File: src/hw/rtl/i2cbe_pkg.sv
// ---------------------------------------------------------------------------
// i2cbe_pkg
// Shared types and constants for the I2C master bit engine.
// ---------------------------------------------------------------------------
package i2cbe_pkg;

   localparam int DATA_W = 8;
   localparam int MODE_W = 3;
   localparam int CSR_INDEX_W = 1;

   localparam logic [MODE_W-1:0] MODE_START = 3'd1;
   localparam logic [MODE_W-1:0] MODE_STOP  = 3'd2;
   localparam logic [MODE_W-1:0] MODE_WRITE = 3'd3;
   localparam logic [MODE_W-1:0] MODE_ACK   = 3'd4;
   localparam logic [MODE_W-1:0] MODE_READ  = 3'd5;

   localparam logic [CSR_INDEX_W-1:0] CSR_ACK_TIMEOUT = 1'b0;
   localparam logic [CSR_INDEX_W-1:0] CSR_EDGE_SETUP  = 1'b1;

   localparam logic [DATA_W-1:0] ACK_TIMEOUT_RST = 8'd250;
   localparam logic [DATA_W-1:0] EDGE_SETUP_RST  = 8'd15;
   localparam logic [DATA_W-1:0] MSB_MASK        = 8'h80;

   typedef enum logic [2:0] {
      CMD_NONE,
      CMD_START,
      CMD_STOP,
      CMD_WRITE,
      CMD_ACK,
      CMD_READ
   } cmd_type;

   typedef struct packed {
      cmd_type           cmd;
      logic [DATA_W-1:0] tx_byte;
      logic              give_ack;
      logic              sda_sample;
   } req_item_type;

   typedef struct packed {
      logic [DATA_W-1:0] ack_timeout_ticks;
      logic [DATA_W-1:0] edge_setup_ticks;
   } cfg_type;

endpackage

File: src/hw/rtl/i2cbe_ifs.sv
// ---------------------------------------------------------------------------
// i2cbe_ifs
// Valid/ready channel interfaces for tick requests and tick responses.
// ---------------------------------------------------------------------------
interface i2cbe_req_if;
   logic       valid;
   logic       ready;
   logic [2:0] mode;
   logic [7:0] tx_byte;
   logic       give_ack;
   logic       sda_sample;

   modport source (output valid, output mode, output tx_byte, output give_ack,
                   output sda_sample, input ready);
   modport sink   (input valid, input mode, input tx_byte, input give_ack,
                   input sda_sample, output ready);
endinterface

interface i2cbe_rsp_if;
   logic       valid;
   logic       ready;
   logic       scl_level;
   logic       sda_level;
   logic       sda_enable;
   logic       busy_res;
   logic       done_res;
   logic [7:0] rx_byte;
   logic       ack_missing;

   modport source (output valid, output scl_level, output sda_level, output sda_enable,
                   output busy_res, output done_res, output rx_byte,
                   output ack_missing, input ready);
   modport sink   (input valid, input scl_level, input sda_level, input sda_enable,
                   input busy_res, input done_res, input rx_byte,
                   input ack_missing, output ready);
endinterface

File: src/hw/rtl/i2cbe_front.sv
// ---------------------------------------------------------------------------
// i2cbe_front
// Accepts tick transactions, decodes the mode into a command and queues them
// in a two-entry FIFO for the bit engine.
// ---------------------------------------------------------------------------
module i2cbe_front (
   input  logic                    clock,
   input  logic                    reset,
   i2cbe_req_if.sink               req_chan,
   output logic                    item_valid,
   output i2cbe_pkg::req_item_type item,
   input  logic                    item_pop
);
   import i2cbe_pkg::*;

   req_item_type slot_ff [2];
   req_item_type slot_in;
   logic         wr_ptr_ff, wr_ptr_in;
   logic         rd_ptr_ff, rd_ptr_in;
   logic [1:0]   count_ff, count_in;
   cmd_type      cmd_dec;
   logic         push;

   always_comb begin
      unique case (req_chan.mode)
         MODE_START: cmd_dec = CMD_START;
         MODE_STOP:  cmd_dec = CMD_STOP;
         MODE_WRITE: cmd_dec = CMD_WRITE;
         MODE_ACK:   cmd_dec = CMD_ACK;
         MODE_READ:  cmd_dec = CMD_READ;
         default:    cmd_dec = CMD_NONE;
      endcase
   end

   assign req_chan.ready = (count_ff != 2'd2);
   assign push           = req_chan.valid && req_chan.ready;
   assign item_valid     = (count_ff != 2'd0);
   assign item           = slot_ff[rd_ptr_ff];

   always_comb begin
      slot_in.cmd        = cmd_dec;
      slot_in.tx_byte    = req_chan.tx_byte;
      slot_in.give_ack   = req_chan.give_ack;
      slot_in.sda_sample = req_chan.sda_sample;
      wr_ptr_in = push ? ~wr_ptr_ff : wr_ptr_ff;
      rd_ptr_in = item_pop ? ~rd_ptr_ff : rd_ptr_ff;
      count_in  = count_ff;
      if (push && !item_pop) begin
         count_in = count_ff + 2'd1;
      end else if (!push && item_pop) begin
         count_in = count_ff - 2'd1;
      end
   end

   always_ff @(posedge clock) begin
      if (push) begin
         slot_ff[wr_ptr_ff] <= slot_in;
      end
      if (reset) begin
         wr_ptr_ff <= 1'b0;
         rd_ptr_ff <= 1'b0;
         count_ff  <= 2'd0;
      end else begin
         wr_ptr_ff <= wr_ptr_in;
         rd_ptr_ff <= rd_ptr_in;
         count_ff  <= count_in;
      end
   end

endmodule

File: src/hw/rtl/i2cbe_engine.sv
// ---------------------------------------------------------------------------
// i2cbe_engine
// Bit sequencer: advances the SCL/SDA sequence by one tick per queued
// transaction and holds the pin levels and flags as the response register.
// ---------------------------------------------------------------------------
module i2cbe_engine (
   input  logic                    clock,
   input  logic                    reset,
   input  i2cbe_pkg::cfg_type      cfg,
   input  logic                    item_valid,
   input  i2cbe_pkg::req_item_type item,
   output logic                    item_pop,
   i2cbe_rsp_if.source             rsp_chan
);
   import i2cbe_pkg::*;

   typedef enum logic [3:0] {
      ST_IDLE,
      ST_START_SETUP,
      ST_START_HOLD,
      ST_STOP_CLK,
      ST_STOP_LOW,
      ST_STOP_SETUP,
      ST_WR_FALL,
      ST_WR_NEXT,
      ST_ACK_POLL,
      ST_RD_SETUP,
      ST_RD_LOW,
      ST_RD_HIGH,
      ST_RA_DATA,
      ST_RA_RISE,
      ST_RA_FALL
   } state_type;

   state_type         state_ff, state_in;
   logic [3:0]        bit_index_ff, bit_index_in;
   logic [DATA_W-1:0] shift_ff, shift_in;
   logic [DATA_W-1:0] tick_count_ff, tick_count_in;
   logic              scl_ff, scl_in;
   logic              sda_ff, sda_in;
   logic              sda_oe_ff, sda_oe_in;
   logic              ack_choice_ff, ack_choice_in;
   logic [DATA_W-1:0] rx_ff, rx_in;
   logic              ack_err_ff, ack_err_in;
   logic              done_ff, done_in;
   logic              rsp_valid_ff, rsp_valid_in;
   logic              wait_more;
   logic [3:0]        bit_next;

   assign item_pop  = item_valid && (!rsp_valid_ff || rsp_chan.ready);
   assign wait_more = (tick_count_ff > 8'd1);
   assign bit_next  = bit_index_ff + 4'd1;

   always_comb begin
      state_in      = state_ff;
      bit_index_in  = bit_index_ff;
      shift_in      = shift_ff;
      tick_count_in = tick_count_ff;
      scl_in        = scl_ff;
      sda_in        = sda_ff;
      sda_oe_in     = sda_oe_ff;
      ack_choice_in = ack_choice_ff;
      rx_in         = rx_ff;
      ack_err_in    = ack_err_ff;
      done_in       = done_ff;
      rsp_valid_in  = rsp_valid_ff && !rsp_chan.ready;
      if (item_pop) begin
         rsp_valid_in = 1'b1;
         done_in      = 1'b0;
         unique case (state_ff)
            ST_IDLE: begin
               unique case (item.cmd)
                  CMD_START: begin
                     sda_oe_in     = 1'b1;
                     sda_in        = 1'b1;
                     scl_in        = 1'b1;
                     tick_count_in = cfg.edge_setup_ticks;
                     state_in      = ST_START_SETUP;
                  end
                  CMD_STOP: begin
                     scl_in   = 1'b0;
                     state_in = ST_STOP_CLK;
                  end
                  CMD_WRITE: begin
                     sda_oe_in    = 1'b1;
                     scl_in       = 1'b0;
                     shift_in     = item.tx_byte;
                     bit_index_in = 4'd0;
                     state_in     = ST_WR_NEXT;
                  end
                  CMD_ACK: begin
                     sda_oe_in     = 1'b0;
                     sda_in        = 1'b1;
                     scl_in        = 1'b1;
                     tick_count_in = '0;
                     ack_err_in    = 1'b0;
                     state_in      = ST_ACK_POLL;
                  end
                  CMD_READ: begin
                     sda_oe_in     = 1'b0;
                     shift_in      = '0;
                     bit_index_in  = 4'd0;
                     ack_choice_in = item.give_ack;
                     tick_count_in = cfg.edge_setup_ticks;
                     state_in      = ST_RD_SETUP;
                  end
                  default: ;
               endcase
            end
            ST_START_SETUP: begin
               if (wait_more) begin
                  tick_count_in = tick_count_ff - 8'd1;
               end else begin
                  sda_in   = 1'b0;
                  state_in = ST_START_HOLD;
               end
            end
            ST_START_HOLD: begin
               scl_in   = 1'b0;
               done_in  = 1'b1;
               state_in = ST_IDLE;
            end
            ST_STOP_CLK: begin
               sda_oe_in = 1'b1;
               sda_in    = 1'b0;
               state_in  = ST_STOP_LOW;
            end
            ST_STOP_LOW: begin
               scl_in        = 1'b1;
               tick_count_in = cfg.edge_setup_ticks;
               state_in      = ST_STOP_SETUP;
            end
            ST_STOP_SETUP: begin
               if (wait_more) begin
                  tick_count_in = tick_count_ff - 8'd1;
               end else begin
                  sda_in   = 1'b1;
                  done_in  = 1'b1;
                  state_in = ST_IDLE;
               end
            end
            ST_WR_FALL: begin
               scl_in       = 1'b0;
               bit_index_in = bit_next;
               state_in     = ST_WR_NEXT;
            end
            ST_WR_NEXT: begin
               if (bit_index_ff >= 4'd8) begin
                  done_in  = 1'b1;
                  state_in = ST_IDLE;
               end else begin
                  sda_in   = |(shift_ff & MSB_MASK);
                  shift_in = {shift_ff[DATA_W-2:0], 1'b0};
                  scl_in   = 1'b1;
                  state_in = ST_WR_FALL;
               end
            end
            ST_ACK_POLL: begin
               if (!item.sda_sample) begin
                  scl_in   = 1'b0;
                  done_in  = 1'b1;
                  state_in = ST_IDLE;
               end else if (tick_count_ff >= cfg.ack_timeout_ticks) begin
                  ack_err_in = 1'b1;
                  scl_in     = 1'b0;
                  state_in   = ST_STOP_CLK;
               end else begin
                  tick_count_in = tick_count_ff + 8'd1;
               end
            end
            ST_RD_SETUP: begin
               if (wait_more) begin
                  tick_count_in = tick_count_ff - 8'd1;
               end else begin
                  scl_in   = 1'b0;
                  state_in = ST_RD_HIGH;
               end
            end
            ST_RD_LOW: begin
               scl_in   = 1'b0;
               state_in = ST_RD_HIGH;
            end
            ST_RD_HIGH: begin
               scl_in       = 1'b1;
               shift_in     = {shift_ff[DATA_W-2:0], item.sda_sample};
               bit_index_in = bit_next;
               state_in     = (bit_next >= 4'd8) ? ST_RA_DATA : ST_RD_LOW;
            end
            ST_RA_DATA: begin
               scl_in    = 1'b0;
               sda_oe_in = 1'b1;
               state_in  = ST_RA_RISE;
            end
            ST_RA_RISE: begin
               sda_in   = !ack_choice_ff;
               state_in = ST_RA_FALL;
            end
            ST_RA_FALL: begin
               if (!scl_ff) begin
                  scl_in = 1'b1;
               end else begin
                  scl_in   = 1'b0;
                  rx_in    = shift_ff;
                  done_in  = 1'b1;
                  state_in = ST_IDLE;
               end
            end
            default: state_in = ST_IDLE;
         endcase
      end
   end

   always_ff @(posedge clock) begin
      if (reset) begin
         state_ff      <= ST_IDLE;
         bit_index_ff  <= 4'd0;
         shift_ff      <= '0;
         tick_count_ff <= '0;
         scl_ff        <= 1'b1;
         sda_ff        <= 1'b1;
         sda_oe_ff     <= 1'b1;
         ack_choice_ff <= 1'b0;
         rx_ff         <= '0;
         ack_err_ff    <= 1'b0;
         done_ff       <= 1'b0;
         rsp_valid_ff  <= 1'b0;
      end else begin
         state_ff      <= state_in;
         bit_index_ff  <= bit_index_in;
         shift_ff      <= shift_in;
         tick_count_ff <= tick_count_in;
         scl_ff        <= scl_in;
         sda_ff        <= sda_in;
         sda_oe_ff     <= sda_oe_in;
         ack_choice_ff <= ack_choice_in;
         rx_ff         <= rx_in;
         ack_err_ff    <= ack_err_in;
         done_ff       <= done_in;
         rsp_valid_ff  <= rsp_valid_in;
      end
   end

   assign rsp_chan.valid       = rsp_valid_ff;
   assign rsp_chan.scl_level   = scl_ff;
   assign rsp_chan.sda_level   = sda_ff;
   assign rsp_chan.sda_enable  = sda_oe_ff;
   assign rsp_chan.busy_res    = (state_ff != ST_IDLE);
   assign rsp_chan.done_res    = done_ff;
   assign rsp_chan.rx_byte     = rx_ff;
   assign rsp_chan.ack_missing = ack_err_ff;

endmodule

File: src/hw/rtl/i2c_master_bit_engine_core.sv
// I2C master bit engine. Every request transaction is one bit-timing tick that
// carries the sampled SDA level and, when the engine is idle, an optional
// command (start, stop, write byte, wait for ack, read byte with ack/nack).
// Every request yields exactly one response transaction with the SCL/SDA drive
// levels, busy, done, the last received byte and the ack-missing flag. The
// core takes one request per clock while its queue has room; a two-entry
// queue sits in front of the sequencer and a single response register sits
// behind it, so throughput is one tick per cycle whenever the response side
// is ready. With no back-pressure a request passes through the queue and
// then the response register. A held response stops the queue; once both
// queue entries and the response register are full, the request side stalls.
// ---------------------------------------------------------------------------
// i2c_master_bit_engine_core
// Top level: CSR registers, request front end and bit sequencer.
// ---------------------------------------------------------------------------
module i2c_master_bit_engine_core (
   input  logic                                clock,
   input  logic                                reset,
   i2cbe_req_if.sink                           req_chan,
   i2cbe_rsp_if.source                         rsp_chan,
   input  logic                                csr_wr_en,
   input  logic [i2cbe_pkg::CSR_INDEX_W-1:0]   csr_index,
   input  logic [i2cbe_pkg::DATA_W-1:0]        csr_wdata
);
   import i2cbe_pkg::*;

   cfg_type      cfg_ff, cfg_in;
   logic         item_valid;
   req_item_type item;
   logic         item_pop;

   always_comb begin
      cfg_in = cfg_ff;
      if (csr_wr_en) begin
         unique case (csr_index)
            CSR_ACK_TIMEOUT: cfg_in.ack_timeout_ticks = csr_wdata;
            CSR_EDGE_SETUP:  cfg_in.edge_setup_ticks  = csr_wdata;
            default: ;
         endcase
      end
   end

   always_ff @(posedge clock) begin
      if (reset) begin
         cfg_ff.ack_timeout_ticks <= ACK_TIMEOUT_RST;
         cfg_ff.edge_setup_ticks  <= EDGE_SETUP_RST;
      end else begin
         cfg_ff <= cfg_in;
      end
   end

   i2cbe_front u_front (
      .clock      (clock),
      .reset      (reset),
      .req_chan   (req_chan),
      .item_valid (item_valid),
      .item       (item),
      .item_pop   (item_pop)
   );

   i2cbe_engine u_engine (
      .clock      (clock),
      .reset      (reset),
      .cfg        (cfg_ff),
      .item_valid (item_valid),
      .item       (item),
      .item_pop   (item_pop),
      .rsp_chan   (rsp_chan)
   );

`ifndef SYNTH
   a_done_not_busy: assert property (@(posedge clock) disable iff (reset)
      rsp_chan.valid && rsp_chan.done_res |-> !rsp_chan.busy_res)
      else $error("done response while still busy");

   a_pop_needs_slot: assert property (@(posedge clock) disable iff (reset)
      item_pop |-> (item_valid && (!rsp_chan.valid || rsp_chan.ready)))
      else $error("queue popped without a free response slot");

   a_push_visible: assert property (@(posedge clock) disable iff (reset)
      req_chan.valid && req_chan.ready |=> item_valid)
      else $error("accepted transaction missing from queue");
`endif

endmodule
File: src/flat_wrapper.sv
// flat-port wrapper written by rule: the top's interface ports become plain ports
module i2c_master_bit_engine_core_flat import i2cbe_pkg::*;
  (clock, reset, csr_wr_en, csr_index, csr_wdata, req_chan_valid, req_chan_mode, req_chan_tx_byte, req_chan_give_ack, req_chan_sda_sample, req_chan_ready, rsp_chan_valid, rsp_chan_scl_level, rsp_chan_sda_level, rsp_chan_sda_enable, rsp_chan_busy_res, rsp_chan_done_res, rsp_chan_rx_byte, rsp_chan_ack_missing, rsp_chan_ready);
  i2cbe_req_if req_chan_i ();
  i2cbe_rsp_if rsp_chan_i ();
  input  logic clock;
  input  logic reset;
  input  logic csr_wr_en;
  input  logic [i2cbe_pkg::CSR_INDEX_W-1:0] csr_index;
  input  logic [i2cbe_pkg::DATA_W-1:0] csr_wdata;
  input wire logic [$bits(req_chan_i.valid)-1:0] req_chan_valid;
  input wire logic [$bits(req_chan_i.mode)-1:0] req_chan_mode;
  input wire logic [$bits(req_chan_i.tx_byte)-1:0] req_chan_tx_byte;
  input wire logic [$bits(req_chan_i.give_ack)-1:0] req_chan_give_ack;
  input wire logic [$bits(req_chan_i.sda_sample)-1:0] req_chan_sda_sample;
  output wire logic [$bits(req_chan_i.ready)-1:0] req_chan_ready;
  output wire logic [$bits(rsp_chan_i.valid)-1:0] rsp_chan_valid;
  output wire logic [$bits(rsp_chan_i.scl_level)-1:0] rsp_chan_scl_level;
  output wire logic [$bits(rsp_chan_i.sda_level)-1:0] rsp_chan_sda_level;
  output wire logic [$bits(rsp_chan_i.sda_enable)-1:0] rsp_chan_sda_enable;
  output wire logic [$bits(rsp_chan_i.busy_res)-1:0] rsp_chan_busy_res;
  output wire logic [$bits(rsp_chan_i.done_res)-1:0] rsp_chan_done_res;
  output wire logic [$bits(rsp_chan_i.rx_byte)-1:0] rsp_chan_rx_byte;
  output wire logic [$bits(rsp_chan_i.ack_missing)-1:0] rsp_chan_ack_missing;
  input wire logic [$bits(rsp_chan_i.ready)-1:0] rsp_chan_ready;
  assign req_chan_i.valid = req_chan_valid;
  assign req_chan_i.mode = req_chan_mode;
  assign req_chan_i.tx_byte = req_chan_tx_byte;
  assign req_chan_i.give_ack = req_chan_give_ack;
  assign req_chan_i.sda_sample = req_chan_sda_sample;
  assign req_chan_ready = req_chan_i.ready;
  assign rsp_chan_valid = rsp_chan_i.valid;
  assign rsp_chan_scl_level = rsp_chan_i.scl_level;
  assign rsp_chan_sda_level = rsp_chan_i.sda_level;
  assign rsp_chan_sda_enable = rsp_chan_i.sda_enable;
  assign rsp_chan_busy_res = rsp_chan_i.busy_res;
  assign rsp_chan_done_res = rsp_chan_i.done_res;
  assign rsp_chan_rx_byte = rsp_chan_i.rx_byte;
  assign rsp_chan_ack_missing = rsp_chan_i.ack_missing;
  assign rsp_chan_i.ready = rsp_chan_ready;
  i2c_master_bit_engine_core u_core (.clock(clock), .reset(reset), .req_chan(req_chan_i), .rsp_chan(rsp_chan_i), .csr_wr_en(csr_wr_en), .csr_index(csr_index), .csr_wdata(csr_wdata));
endmodule
File: config.mk
export PLATFORM = sky130hd
export DESIGN_NAME = i2c_master_bit_engine_core_flat
export DESIGN_NICKNAME = d
export VERILOG_FILES = /design/src/hw/rtl/i2cbe_pkg.sv /design/src/hw/rtl/i2cbe_ifs.sv /design/src/hw/rtl/i2cbe_front.sv /design/src/hw/rtl/i2cbe_engine.sv /design/src/hw/rtl/i2c_master_bit_engine_core.sv /design/src/flat_wrapper.sv
export SDC_FILE = /design/constraint.sdc
export NUM_CORES = 1
export LEC_CHECK = 0
export BUFFER_PORTS_ARGS = -buffer_cell sky130_fd_sc_hd__clkbuf_2
export CELL_PAD_IN_SITES_DETAIL_PLACEMENT = 0
export CELL_PAD_IN_SITES_GLOBAL_PLACEMENT = 1
export CORE_MARGIN = 4
export CORE_UTILIZATION = 44
export CTS_BUF_LIST = sky130_fd_sc_hd__clkbuf_2 sky130_fd_sc_hd__clkbuf_4 sky130_fd_sc_hd__clkbuf_8
export CTS_CLUSTER_SIZE = 8
export DETAILED_ROUTE_END_ITERATION = 7
export PLACE_DENSITY_LB_ADDON = 0.1
export SYNTH_ARGS = -nofsm -noshare
export SYNTH_HDL_FRONTEND = slang
export SYNTH_SLANG_ARGS = --single-unit
File: constraint.sdc
create_clock -name clock -period 3.2 [get_ports clock]
set_clock_uncertainty 0.2 [all_clocks]
set_input_delay 0.64 -clock clock [delete_from_list [all_inputs] [get_ports clock]]
set_output_delay 0.64 -clock clock [all_outputs]
set_load 0.02 [all_outputs]
==> results.md, run 1 <==
- Die width: 111.8 um
- Category of the worst setup path capture point: flip-flop
- Async set or reset register ratio after synthesis: 0
- Core area: 10420 um^2
- Clock transition at the registers of the reported paths: 100 ps
- Power per unit of standard cell area: 867.9 nW/um^2
- Yosys top cell by area: sky130_fd_sc_hd__dfxtp_1
- Vias per cell: 5.665
- Placed cell count: 668
- Kind of launch point of the worst setup path: flip-flop
- Via count of the first global-routing pass: 3660
- Placement row count: 37
- Post-Syn Nets: 546
- Setup Fix Bufs, Post-CTS: 0
- Proportion of synthesized chip area in sequential cells: 0.4183
- Cts hold-fix bufs: 0
- Count of flip-flops with a built-in enable after synthesis: 26
- Relative slew slack: 0.4468
- Buffer type at the clock tree root: sky130_fd_sc_hd__clkbuf_8
- Post-synthesis instance total: 505
- Mapped cell area: 4738 um^2
- Number of vias in the routed layout: 3875
- Antenna diodes: 0
- Worst reg-to-reg setup slack: 290 ps
- Number of synthesized register bits: 86
- Reg-to-Reg End: u_core.u_engine.tick_count_ff[6]$_SDFFE_PP0P_
- Slack of the critical path: 292.1 ps
- Final Cycle Share: 0.9087
- Library cells used by synthesis: 73
- HPWL after DPL: 8420 um
- Worst voltage drop across the vdd grid: 495.9 uV
- WL met3: 528 um
- Total number of clock tree sinks: 86
- Top Metal Used: met4
- Total grt overflow: 0
- Post-Route WL: 11320 um
- Worst reg-to-reg path cell count: 6
- Number of nets in the layout: 584
- Result of the run: completed
- Vertical die dimension: 111.8 um
- Clock buffer count from CTS: 9
- Aggregate negative setup slack: 0 ps
- Final Hold Viols: 0
- Source of the worst hold timing path: req_chan_tx_byte[4]
- Htree depth: 3
- Layout cells sized above 1: 0.1734
- Most repeated cell in the gate-level netlist after synthesis: sky130_fd_sc_hd__dfxtp_1
- Total routed wire length on the met1 layer: 5320 um
- Synth-to-Final Area Change: 11.80%
- Path type of the worst min-delay path: in -> reg
- Critical path type: reg -> reg
- Final ANT Viol Nets: 0
- Crit path capture: u_core.u_engine.tick_count_ff[6]$_SDFFE_PP0P_
- CTS tree: built
- Count of max-cap constraint violations: 0
- Placed cell areas: 5094 um^2
- Post-synth top cells: 60 x sky130_fd_sc_hd__dfxtp_1, 57 x sky130_fd_sc_hd__nor2_1, 36 x sky130_fd_sc_hd__a21oi_1, 33 x sky130_fd_sc_hd__mux2i_1, 29 x sky130_fd_sc_hd__nand2_1
- Remaining DRCs: 0
- Maximum fanout along the worst path: 15
- Leakage dissipation: 2.170 nW
- Synth Flop Type: sky130_fd_sc_hd__dfxtp_1
- Detail-routed net length per standard cell: 16.54 um
- # IOs: 43
- Data required time at the worst endpoint: 3240 ps
- Transition time of the tightest slew-check pin: 829.8 ps
- First-pass GRT wire length: 18570 um
- Metal2 WL: 5347 um
- Weighted congestion at the end of routability-driven global placement: 0.8731
- Maximum number of pins on one net before global-route repair: 34
- Yosys warnings: 0
- Fmax achieved: 0.3439 GHz
- Fin cells: 684
- Data arrival, critical path: 2950 ps
- Number of violations reported at the end of detailed-routing iteration 0: 277
- Average size of a mapped cell: 9.383 um^2
- Clk_lat worst skew: 370 ps
- Endpoints failing setup: 0
- Share of the synthesized area in the top cell type: 0.2535
- Total GRT Usage: 0.1811
- Starting density of the core: 0.4549
- Maximum buffer depth of the clock tree: 2
- # port buffers: 42
- Cell types occupying the most area after synthesis: sky130_fd_sc_hd__dfxtp_1 25%, sky130_fd_sc_hd__edfxtp_1 16%, sky130_fd_sc_hd__mux2i_1 7.0%
- Minimum period implied by the final worst setup slack: 2908 ps
- Initial antenna violation count: 0
- Post-CTS Resized: 0
- Worst setup slack after placement: 306.7 ps
- Unrepaired setup endpoints after global routing: no
- Final cell area excluding filler cells: 5298 um^2
- Detailed-routing iteration count for the pre-antenna-repair pass: 4
- Final-report max-slew violation count: 0
- Die Footprint: 12490 um^2
per-layer routing:
| layer | global-route usage | vias up |
|---|---|---|
| met5 | 0 | - |
| met4 | 0.04785 | 0 |
| met3 | 0.03424 | 11 |
| met2 | 0.2938 | 94 |
| met1 | 0.2481 | 1830 |
| li1 | - | 1940 |
sequential cells by signal, summed over array words and instances (netlist names), 2 cells and up, named ones only:
| name | cells |
|---|---|
| u_core.u_front.slot_ff | 26 |
| u_core.u_engine.state_ff | 4 |
| u_core.u_engine.shift_ff | 8 |
| u_core.u_engine.tick_count_ff | 8 |
| u_core.u_front.count_ff | 2 |
| u_core.u_engine.rsp_chan.rx_byte | 8 |
| u_core.u_engine.bit_index_ff | 4 |
| u_core.cfg_ff | 16 |
where the power goes:
part	total [mW]	leakage [nW]	internal, mW	switching, mW
clock	0.768	0.0990	0.308	0.460
sequential	1.55	0.734	1.31	0.240
combinational	2.28	1.34	0.951	1.32
total	4.60	2.17	2.57	2.02
worst min path at each step:
| stage | endpoint | depth (start not counted) | slack [ps] |
|---|---|---|---|
| after floorplan | u_core.cfg_ff[2]$_SDFFE_PP1P_ | 1 | 240 |
| after global placement | u_core.cfg_ff[0]$_SDFFE_PP1P_ | 1 | 260 |
| after detailed placement | u_core.cfg_ff[0]$_SDFFE_PP1P_ | 1 | 260 |
| after CTS | u_core.u_front.slot_ff[1][6]$_DFFE_PP_ | 1 | 230 |
| after global routing | u_core.u_front.slot_ff[1][4]$_DFFE_PP_ | 1 | 240 |
| final | u_core.u_front.slot_ff[0][6]$_DFFE_PP_ | 1 | 250 |
kinds of logic (layout without fill, tap and decap cells):
logic type                 count (synthesis)  in the layout  share of synthesized area
muxes                                     37             37                    0.08476
AOI/OAI and AO/OA                        136            136                     0.2120
buffers and inverters                     52             95                    0.04806
xor gates and xnor gates                   8              8                    0.01479
adders and majority gates                 14             14                    0.03697
and+or+nand+nor                          172            172                     0.1851
DFF                                       86             86                     0.4183
layout by cell type, fill, tap and decap left out, drive strengths merged, types with 5 or more instances in the layout:
cell type  count
dfxtp         60
nor2          57
clkbuf        51
a21oi         36
mux2i         35
nand2         29
edfxtp        26
inv           22
o21ai         20
buf           17
nor3          16
nand3         14
ha            14
a211o         13
nand2b        12
a211oi        12
nor2b          9
and3           6
nor4           6
a221oi         6
xnor2          5
a22oi          5
critical path: stages, from the launching register on:
cell                        delay [ps]
sky130_fd_sc_hd__dfxtp_1           690
sky130_fd_sc_hd__mux2i_4           460
sky130_fd_sc_hd__a31oi_4           170
sky130_fd_sc_hd__a2111oi_4         410
sky130_fd_sc_hd__nand3b_2          340
sky130_fd_sc_hd__a2111oi_0         410
sky130_fd_sc_hd__a211oi_1           90
cell type report:
type / count / area (um^2)
Sequential cell: 86 / 1982
Tap cell: 136 / 170.2
Clock inverter: 7 / 80.08
Fill cell: 1003 / 5119
Clock buffer: 9 / 123.9
Inverter: 20 / 75.07
Timing Repair Buffer: 59 / 337.8
Multi-Input combinational cell: 367 / 2529
stage by stage:
stage                     utilization  hold WS [ps]  total power, mW
after global placement         0.4890         256.3            3.816
after detailed placement       0.4890         255.6            3.838
after global routing           0.5086         237.9            4.922
after CTS                      0.5086         233.6            4.615
final                          0.5086         249.0            4.598
after floorplan                     -         235.8            3.276
(Power assumes the default switching activity.)
==> run 2: changes to the inputs <==
--- a/config.mk
+++ b/config.mk
@@ -6,10 +6,10 @@
 export NUM_CORES = 1
 export LEC_CHECK = 0
 export BUFFER_PORTS_ARGS = -buffer_cell sky130_fd_sc_hd__clkbuf_2
-export CELL_PAD_IN_SITES_DETAIL_PLACEMENT = 0
-export CELL_PAD_IN_SITES_GLOBAL_PLACEMENT = 1
+export CELL_PAD_IN_SITES_DETAIL_PLACEMENT = 2
+export CELL_PAD_IN_SITES_GLOBAL_PLACEMENT = 2
 export CORE_MARGIN = 4
-export CORE_UTILIZATION = 44
+export CORE_UTILIZATION = 39
 export CTS_BUF_LIST = sky130_fd_sc_hd__clkbuf_2 sky130_fd_sc_hd__clkbuf_4 sky130_fd_sc_hd__clkbuf_8
 export CTS_CLUSTER_SIZE = 8
 export DETAILED_ROUTE_END_ITERATION = 7
==> run 2 against run 1 <==
  * Sequential share of layout area decreased by 0.088 points
  * Critical endpoint unchanged
  * Highest routed layer unchanged
  * Critical path type unchanged
  * Critical path depth unchanged
  * Cell count increased by 0.88%
  * Die area increased by 12%
  * Maximum frequency increased by 1.0%
  * Largest cell class unchanged
  * Flip-flop and latch count unchanged
  * Hold slack improved by 4.3 ps
==> results.md, run 2 (synthesis results as in run 1) <==
- Die Footprint: 13980 um^2 (was 12490 um^2)
- Final-report max-slew violation count: 0 (unchanged)
- Buffer type at the clock tree root: sky130_fd_sc_hd__clkbuf_8 (unchanged)
- Post-Route WL: 13890 um (was 11320 um)
- Category of the worst setup path capture point: flip-flop (unchanged)
- CP Buf/Inv Count: 0 (unchanged)
- Maximum buffer depth of the clock tree: 2 (unchanged)
- Maximum fanout along the worst path: 15 (unchanged)
- Number of violations reported at the end of detailed-routing iteration 0: 231 (was 277)
- Largest register by flop count: u_core.u_front.slot_ff (unchanged)
- Psw: 2.124 mW (was 2.025 mW)
- Critical path type: reg -> reg (unchanged)
- Initial antenna violation count: 0 (unchanged)
- Sequential group share of total power: 0.337 (was 0.338)
- Htree depth: 3 (unchanged)
- Vertical die dimension: 118.2 um (was 111.8 um)
- Clock buffer count from CTS: 9 (unchanged)
- Aggregate negative setup slack: 0 ps (unchanged)
- Synth-to-Final Area Change: 12.07% (was 11.80%)
- Unrepaired setup endpoints after global routing: no (unchanged)
- # port buffers: 42 (unchanged)
- CTS tree: built (unchanged)
- Total GRT Usage: 0.2046 (was 0.1811)
- Worst voltage drop across the vdd grid: 410.4 uV (was 495.9 uV)
- HPWL after DPL: 10490 um (was 8420 um)
- Fin cells: 690 (was 684)
- Largest delay contributor family on the critical path: compound AO/OA/AOI/OAI gates (unchanged)
- FF+latch area: 1982 um^2 (unchanged)
- Setup Fix Bufs, Post-CTS: 0 (unchanged)
- Number of nets in the layout: 583 (was 584)
- Kind of launch point of the worst setup path: flip-flop (unchanged)
- Data required time at the worst endpoint: 3290 ps (was 3240 ps)
- Final Hold Viols: 0 (unchanged)
- Area of the multi-input gates: 2529 um^2 (unchanged)
- Data arrival, critical path: 2970 ps (was 2950 ps)
- Relative contribution of combinational cells to total power: 0.493 (was 0.495)
- Post-CTS Resized: 0 (unchanged)
- Cell Chain, Critical Path: mux2i_4 > a31oi_4 > a2111oi_4 > nand3b_2 > or2_0 > a211oi_1 (was mux2i_4 > a31oi_4 > a2111oi_4 > nand3b_2 > a2111oi_0 > a211oi_1)
- Commonest non-fill, non-tap cell in the layout: sky130_fd_sc_hd__dfxtp_1 (unchanged)
- Final ANT Viol Nets: 0 (unchanged)
- Path type of the worst min-delay path: in -> reg (unchanged)
- Starting density of the core: 0.4063 (was 0.4549)
- Vias per cell: 5.854 (was 5.665)
- Most used cells in the layout excluding fill and tap cells: 60 x sky130_fd_sc_hd__dfxtp_1, 57 x sky130_fd_sc_hd__nor2_1, 42 x sky130_fd_sc_hd__clkbuf_2 (unchanged)
- Fmax achieved: 0.3475 GHz (was 0.3439 GHz)
- Detailed-routing iteration count for the pre-antenna-repair pass: 5 (was 4)
- Slowest library cell on the worst path: sky130_fd_sc_hd__dfxtp_1 (unchanged)
- Relative slew slack: 0.4409 (was 0.4468)
- Final Cycle Share: 0.8993 (was 0.9087)
- Placement row count: 39 (was 37)
- First-pass GRT wire length: 23110 um (was 18570 um)
- Switching share of power: 0.4460 (was 0.4404)
- Endpoints failing setup: 0 (unchanged)
- Cts hold-fix bufs: 0 (unchanged)
- Maximum number of pins on one net before global-route repair: 46 (was 34)
- Placed cell count: 674 (was 668)
- # IOs: 43 (unchanged)
- Antenna diodes: 0 (unchanged)
- Clock transition at the registers of the reported paths: 100 ps (about the same)
- Biggest regs: u_core.u_front.slot_ff x26, u_core.cfg_ff x16 (unchanged)
- Maximum cell stage delay along the critical path: 660 ps (was 690 ps)
- Minimum period implied by the final worst setup slack: 2878 ps (was 2908 ps)
- Number of vias in the routed layout: 4039 (was 3875)
- Die width: 118.2 um (was 111.8 um)
- Total number of clock tree sinks: 86 (unchanged)
- Core area: 11660 um^2 (was 10420 um^2)
- # fillers: 1256 (was 1003)
- Clock power frac: 0.170 (was 0.167)
- Number of flip-flops under the largest register name: 26 (unchanged)
- Total grt overflow: 0 (unchanged)
- Detail-routed net length per standard cell: 20.13 um (was 16.54 um)
- Result of the run: completed (unchanged)
- Transition time of the tightest slew-check pin: 835.6 ps (was 829.8 ps)
- Via count of the first global-routing pass: 4411 (was 3660)
- Remaining DRCs: 0 (unchanged)
- Weighted congestion at the end of routability-driven global placement: 0.8456 (was 0.8731)
- Count of max-cap constraint violations: 0 (unchanged)
- Clk_lat worst skew: 370 ps (about the same)
- Internal portion of total power: 2.638 mW (was 2.573 mW)
- Leakage dissipation: 2.169 nW (was 2.170 nW)
- Power per unit of standard cell area: 896.6 nW/um^2 (was 867.9 nW/um^2)
- Layout cells sized above 1: 0.1718 (was 0.1734)
-- run 2: path summary, 6_finish.rpt --
kind | slack, ps | start | to | cells past startpoint
hold reg to reg | 280 | u_core.cfg_ff[4]$_SDFFE_PP0P_ | u_core.cfg_ff[4]$_SDFFE_PP0P_ | 2
hold / removal | 250 | req_chan_tx_byte[7] | u_core.u_front.slot_ff[1][9]$_DFFE_PP_ | 1
setup reg to reg | 320 | flip-flop | u_core.u_engine.tick_count_ff[6]$_SDFFE_PP0P_ | 6
setup / recovery | 320 | flip-flop | u_core.u_engine.tick_count_ff[6]$_SDFFE_PP0P_ | 6
-- run 2: per-layer routing --
metal,up-vias,GRT usage,wire length [um]
li1,1931,-,-
met1,2004,0.2415,5985
met2,82,0.3737,7210
met3,22,0.03725,450
met4,0,0.06667,245
met5,-,0,0
-- run 2: final cells by class --
class / count / share of cell area
clock buffers: 9 / 0.02333
clock inverters: 7 / 0.01484
inverters: 20 / 0.01414
multi-input cells: 367 / 0.4762
flip-flops and latches: 86 / 0.3732
well taps: 143 / 0.03369
repair buffers: 58 / 0.06456
-- run 2: worst reg2reg max path: cells and delay by family, from the launching register on --
| kind | cells | cell delay [ps] |
|---|---|---|
| AND/OR/NAND/NOR | 2 | 660 |
| AO/OA/AOI/OAI | 3 | 790 |
| multiplexers | 1 | 480 |
| flip-flops | 1 | 660 |
-- run 2: power by group through the flow --
stage                     Clock (mW)  Combinational [mW]  Sequential, mW
final                          0.810                2.35            1.61
after global routing           0.888                2.58            1.64
after CTS                      0.839                2.36            1.61
after detailed placement           0                2.33            1.63
after global placement             0                2.22            1.62
after floorplan                    0                1.80            1.47
-- run 2: stage by stage --
step	instance area, um^2	hold slack (ps)	utilization	setup slack (ps)	total power, mW
2_1_floorplan	4738	235.8	-	801.0	3.276
3_3_place_gp	5107	264.6	0.4379	312.9	3.839
3_5_place_dp	5107	279.1	0.4379	291.1	3.961
4_1_cts	5310	234.1	0.4553	318.6	4.803
5_1_grt	5310	227.9	0.4553	197.0	5.110
6_report	5310	253.3	0.4553	322.3	4.761
